## src/rtl/core/imm_pkg.sv

```systemverilog
// Package for the integer matrix multiply: sizes, opcodes, register indexes.
`default_nettype none
package imm_pkg;
    localparam int MaxDim    = 8;
    localparam int IdxW      = 3;
    localparam int DimW      = 4;
    localparam int ElemW     = 16;
    localparam int ProdW     = 35;
    localparam int AddrW     = 6;

    localparam logic [1:0] OP_LOAD_A  = 2'd0;
    localparam logic [1:0] OP_LOAD_B  = 2'd1;
    localparam logic [1:0] OP_COMPUTE = 2'd2;

    localparam logic [1:0] REG_ROWS_A = 2'd0;
    localparam logic [1:0] REG_COLS_A = 2'd1;
    localparam logic [1:0] REG_COLS_B = 2'd2;

    // Control word handed along the cell chain with each A operand.
    typedef struct packed {
        logic            vld;
        logic            first;
        logic            fin;
        logic            last;
        logic [IdxW-1:0] r;
    } imm_ctl_t;

    function automatic logic [DimW-1:0] clamp_dim(input logic [DimW-1:0] d);
        logic [DimW-1:0] res;
        res = d;
        if (d == '0) res = DimW'(1);
        else if (d > DimW'(MaxDim)) res = DimW'(MaxDim);
        return res;
    endfunction
endpackage
`default_nettype wire

```

## src/rtl/core/imm_cell.sv

```systemverilog
// One MAC cell: owns one column of B and one output column, passes A along.
`default_nettype none
module imm_cell (
    input  wire logic                              clk,
    input  wire logic                              rst_n,
    input  wire logic                              b_we,
    input  wire logic [imm_pkg::IdxW-1:0]          b_row,
    input  wire logic signed [imm_pkg::ElemW-1:0]  b_val,
    input  wire logic [imm_pkg::IdxW-1:0]          k_in,
    input  wire imm_pkg::imm_ctl_t                 ctl_in,
    input  wire logic signed [imm_pkg::ElemW-1:0]  a_in,
    output imm_pkg::imm_ctl_t                      ctl_out,
    output logic [imm_pkg::IdxW-1:0]               k_out,
    output logic signed [imm_pkg::ElemW-1:0]       a_out,
    output logic                                   done,
    output logic signed [imm_pkg::ProdW-1:0]       sum
);
    logic signed [imm_pkg::ElemW-1:0] bcol [imm_pkg::MaxDim];
    logic signed [imm_pkg::ElemW-1:0] b_rd_reg;
    logic signed [imm_pkg::ElemW-1:0] a_reg;
    imm_pkg::imm_ctl_t                ctl_reg;
    logic signed [2*imm_pkg::ElemW-1:0] mul_reg;
    imm_pkg::imm_ctl_t                mctl_reg;
    logic signed [imm_pkg::ProdW-1:0] acc_reg, acc_next;
    logic                             done_reg;
    logic [imm_pkg::IdxW-1:0]         k_reg;

    always_ff @(posedge clk)
    begin
        if (b_we)
            bcol[b_row] <= b_val;
        b_rd_reg <= bcol[k_in];
        a_reg    <= a_in;
        k_reg    <= k_in;
        mul_reg  <= a_reg * b_rd_reg;
    end

    always_comb
    begin
        acc_next = mctl_reg.first ? imm_pkg::ProdW'(mul_reg)
                                  : acc_reg + imm_pkg::ProdW'(mul_reg);
    end

    always_ff @(posedge clk or negedge rst_n)
    begin
        if (!rst_n)
        begin
            ctl_reg  <= '0;
            mctl_reg <= '0;
            done_reg <= 1'b0;
        end
        else
        begin
            ctl_reg  <= ctl_in;
            mctl_reg <= ctl_reg;
            done_reg <= mctl_reg.vld && mctl_reg.fin;
        end
    end

    always_ff @(posedge clk)
    begin
        if (mctl_reg.vld)
            acc_reg <= acc_next;
    end

    assign ctl_out = ctl_reg;
    assign k_out   = k_reg;
    assign a_out   = a_reg;
    assign done    = done_reg;
    assign sum     = acc_reg;
endmodule
`default_nettype wire

```

## config.mk

```make
export PLATFORM = sky130hd
export DESIGN_NAME = imm_cell
export DESIGN_NICKNAME = d
export VERILOG_FILES = /design/src/rtl/core/imm_pkg.sv /design/src/rtl/core/imm_cell.sv
export SDC_FILE = /design/constraint.sdc
export NUM_CORES = 1
export LEC_CHECK = 0
export BUFFER_PORTS_ARGS = -buffer_cell sky130_fd_sc_hd__buf_4
export CAP_MARGIN = 15
export CELL_PAD_IN_SITES_DETAIL_PLACEMENT = 1
export CELL_PAD_IN_SITES_GLOBAL_PLACEMENT = 1
export CORE_MARGIN = 2
export CORE_UTILIZATION = 55
export CTS_CLUSTER_SIZE = 20
export DETAILED_ROUTE_END_ITERATION = 12
export GPL_TIMING_DRIVEN = 0
export HOLD_SLACK_MARGIN = 0.02
export PLACE_DENSITY = 0.95
export SYNTH_ARGS = -nofsm -noshare
export SYNTH_HDL_FRONTEND = slang
export SYNTH_SLANG_ARGS = --single-unit
```

## constraint.sdc

```tcl
create_clock -name clk -period 13 [get_ports clk]
set_input_delay 0.65 -clock clk [delete_from_list [all_inputs] [get_ports clk]]
set_output_delay 0.65 -clock clk [all_outputs]
set_load 0.005 [all_outputs]
```

==> summary.txt <==
Cells and area
  – Total inserted antenna cells: 0
  – Ratio of cells with drive above 1 in the final layout: 12.2%
  – Count of non-filler cells in the finished layout: between 2000 and 2500
  – Area growth syn-to-layout: 12.3%
  – Most common cell after layout, fill and taps aside: sky130_fd_sc_hd__inv_1
  – Commonest non-fill, non-tap cells in the layout: sky130_fd_sc_hd__inv_1 (322), sky130_fd_sc_hd__fa_1 (263), sky130_fd_sc_hd__nand2_1 (186)
  – Count of nets after finishing: 2276
  – Largest register FFs: 128

Detailed routing
  – Drt pass-1 iters: 5
  – Overall routed net length: a little over 60000 um
  – Detailed router's first-iteration violation count: between 1000 and 1500
  – Total number of vias: 13921
  – Average wire length per cell after detail routing: between 20 and 30 um
  – Antenna viol nets, final: 0
  – DR DRC count: 0
  – Routed vias/inst: 5.99

Timing
  – RSZ-0062 raised after global routing: no
  – Number of failing hold endpoints at the final stage: 0
  – Pin slew with the least headroom to its limit: about 1.2 ns
  – Peak Freq: ~130 MHz
  – Worst slew margin: around 22%
  – Shortest period the worst path allows: approximately 7.5 ns
  – Clk_skew: 0.0142 ns
  – Slew Limit Fails: 0
  – Fin Setup TNS: 0 ns
  – Final Setup Violations: 0
  – Part of the cycle the worst path needs: between 50% and 60%

Synth
  – Area of the mapped netlist: 19400 sq um
  – Syn avg cell area: about 11 sq um
  – Post-Syn Instances: around 1700
  – Portion of the post-synthesis area used by sequential elements: approximately a third
  – Unique cell type count in the Yosys netlist: 63
  – Synthesis warning total: 0
  – Proportion of synthesized flip-flops having asynchronous set or reset: 4.56%
  – Number of flops mapped to enable cells by yosys: about 160
  – #FFs+latches synth: 241
  – Post-Synthesis Net Count: about 2100
  – Main synth FF type: sky130_fd_sc_hd__edfxtp_1

Die
  – Starting Density: 56.0%
  – Total number of placement rows: ~70
  – Core box area: 34600 sq um
  – Floorplan die width: between 150 and 200 um
  – IO Pins: between 100 and 150
  – Die Outline Area: ~37000 sq um
  – Floorplan die height: 192 um

Clock tree
  – H-tree levels: 1
  – CTS tree: yes
  – Clock slew at reported path FFs: around 0.070 ns
  – Num CTS Buffers: 27
  – Maximum root-to-sink buffer count: 3
  – Number of sinks handled by clock tree synthesis: 241
  – Clock latency at the later pin of the worst-skew pair: around 0.6 ns
  – Post-CTS setup repair buffer count: 0
  – Clock Root Buffer: sky130_fd_sc_hd__clkbuf_16

Critical path
  – Worst Reg2Reg Path Length in Cells: 18
  – Launching element type of the critical path: flop
  – Worst setup path class: flop to flop
  – Endpoint required time on the critical path: ~13 ns
  – CP Data Arrival Time: between 8 and 9 ns
  – Cell type with the highest occurrence count on the critical path: sky130_fd_sc_hd__fa_1
  – Reg-to-reg slack, setup: 5.45 ns
  – End of the worst register-to-register path: mul_reg[31]$_DFF_P_
  – CP delay by family, top: adder cells
  – Series of cell instances along the critical path: clkbuf_1 -> nand2_1 -> fa_1 -> inv_1 -> fa_1 -> fa_1 -> fa_1 -> fa_1 -> fa_1 -> ha_1 -> clkbuf_1 -> nand4_1 -> or2_1 -> and3_1 -> a31o_1 -> o21ai_1 -> o41ai_2 -> xnor2_1
  – Endpoint type of the worst setup path: flop
  – Cell with the largest stage delay on the worst path: sky130_fd_sc_hd__fa_1
  – Slowest Stage Delay on Critical Path: ~0.89 ns
  – Crit Reg-Reg Startpoint: a_out[15]$_DFF_P_
  – Critical path buffer and inverter count: 3
  – Largest fanout of any net on the critical path: 10

Placed design
  – Dpl hpwl: between 40000 and 50000 um
  – GP Congestion: around 0.93
  – Total placed cells including tap cells: ~2300
  – # port buffers: about 110

Global route
  – Global-route wire length before repair: between 90000 and 100000 um
  – Overall overflow remaining after global route: 0
  – Total GRT Usage: a little over a third
  – Maximum number of pins on one net before global-route repair: 37
  – Vias in the first global route: between 15000 and 20000
  – Antenna violations before repair: 1

Worst hold path
  – Worst Hold Launch: a_in[0]
  – Hold Path Depth: 1
  – Endpoint of the worst hold-timing path: a_out[0]$_DFF_P_
  – Type of the worst min-delay path: primary input to flop

Flow run
  – Maximum Capacitance Violations: 0

Run status
  – Outcome: finished, final reports clean
[cells by family (layout without fill, tap and decap cells)]
group	after synthesis	count (layout)	synth area share [%]
adder cells (fa/ha/maj)	379	379	34.6
multiplexers	51	51	4.81
AND/OR/NAND/NOR	407	407	10.2
XOR/XNOR	60	60	2.71
flip-flops	241	241	33.6
buffers and inverters	371	533	7.20
AO/OA/AOI/OAI	199	199	6.90
[how the worst max path moves through the flow]
stage | start | to | slack (ns) | cells after the start
2_1_floorplan | a_out[15]$_DFF_P_ | mul_reg[31]$_DFF_P_ | 7.09 | 18
3_3_place_gp | b_rd_reg[8]$_DFF_P_ | mul_reg[31]$_DFF_P_ | 6.04 | 22
3_5_place_dp | b_rd_reg[8]$_DFF_P_ | mul_reg[31]$_DFF_P_ | 5.74 | 22
4_1_cts | a_out[15]$_DFF_P_ | mul_reg[31]$_DFF_P_ | 5.66 | 18
5_1_grt | a_out[15]$_DFF_P_ | mul_reg[31]$_DFF_P_ | 5.34 | 18
6_report | a_out[15]$_DFF_P_ | mul_reg[31]$_DFF_P_ | 5.45 | 18
[layout make-up]
class	count	area, sq um
inverters	322	1210
clock buffers	36	778
repair buffers	112	855
clock inverters	14	158
plain buffers	49	188
multi-input cells	1096	11500
flip-flops and latches	241	6510
well taps	455	569
fillers	3512	12800
[stage by stage]
step           area, sq um  hold WS [ns]  util [%]  worst slack (ns)
3_3_place_gp         20800         0.367      60.0              6.04
4_1_cts              21800         0.144      62.9              5.66
6_report             21800         0.152      62.9              5.45
5_1_grt              21800         0.141      62.9              5.34
3_5_place_dp         20800         0.366      60.2              5.74
2_1_floorplan        19400         0.354         -              7.09
[cell usage after synthesis (3+ instances only)]
library cell,count,area [sq um]
sky130_fd_sc_hd__inv_1,322,1210
sky130_fd_sc_hd__fa_1,263,5270
sky130_fd_sc_hd__nand2_1,186,698
sky130_fd_sc_hd__edfxtp_1,163,4890
sky130_fd_sc_hd__and2_1,122,763
sky130_fd_sc_hd__ha_1,116,1450
sky130_fd_sc_hd__dfxtp_1,67,1340
sky130_fd_sc_hd__a21oi_1,52,260
sky130_fd_sc_hd__clkbuf_1,45,169
sky130_fd_sc_hd__xnor2_1,43,377
sky130_fd_sc_hd__nor2_1,37,139
sky130_fd_sc_hd__mux4_2,32,721
sky130_fd_sc_hd__o21ai_0,29,145
sky130_fd_sc_hd__a21o_1,19,143
sky130_fd_sc_hd__o21ai_1,19,95.1
sky130_fd_sc_hd__mux2_2,17,191
sky130_fd_sc_hd__xor2_1,17,149
sky130_fd_sc_hd__o21a_1,15,113
sky130_fd_sc_hd__nand2b_1,13,81.3
sky130_fd_sc_hd__nor3_1,12,60.1
sky130_fd_sc_hd__dfrtp_1,11,275
sky130_fd_sc_hd__o21bai_1,11,82.6
sky130_fd_sc_hd__nand3_1,10,50.1
sky130_fd_sc_hd__and3_1,7,43.8
sky130_fd_sc_hd__o31ai_1,7,52.6
sky130_fd_sc_hd__o211ai_1,6,45.0
sky130_fd_sc_hd__a211o_1,5,43.8
sky130_fd_sc_hd__a211oi_1,5,37.5
sky130_fd_sc_hd__a31oi_1,5,31.3
sky130_fd_sc_hd__nand4_1,4,25.0
sky130_fd_sc_hd__nor2b_1,4,25.0
sky130_fd_sc_hd__buf_2,3,15.0
sky130_fd_sc_hd__or3_1,3,18.8
[repair_timing]
item | CTS | global route
hold buffers | 1 | 0
gates resized for setup | 0 | 0
hold endpoints to repair | 11 | 0
[routing by layer]
metal | GRT usage, % | vias to the layer above | part of all wire [%]
met5 | 0 | - | 0.021
met2 | 63.8 | 771 | 52
li1 | - | 5803 | -
met4 | 23.7 | 2 | 7.4
met1 | 38.4 | 7070 | 34
met3 | 5.26 | 275 | 6.4
Power is left out: the tool's default activity adds up to more than one toggle a clock period on the data nets, which glitch-free logic cannot reach.
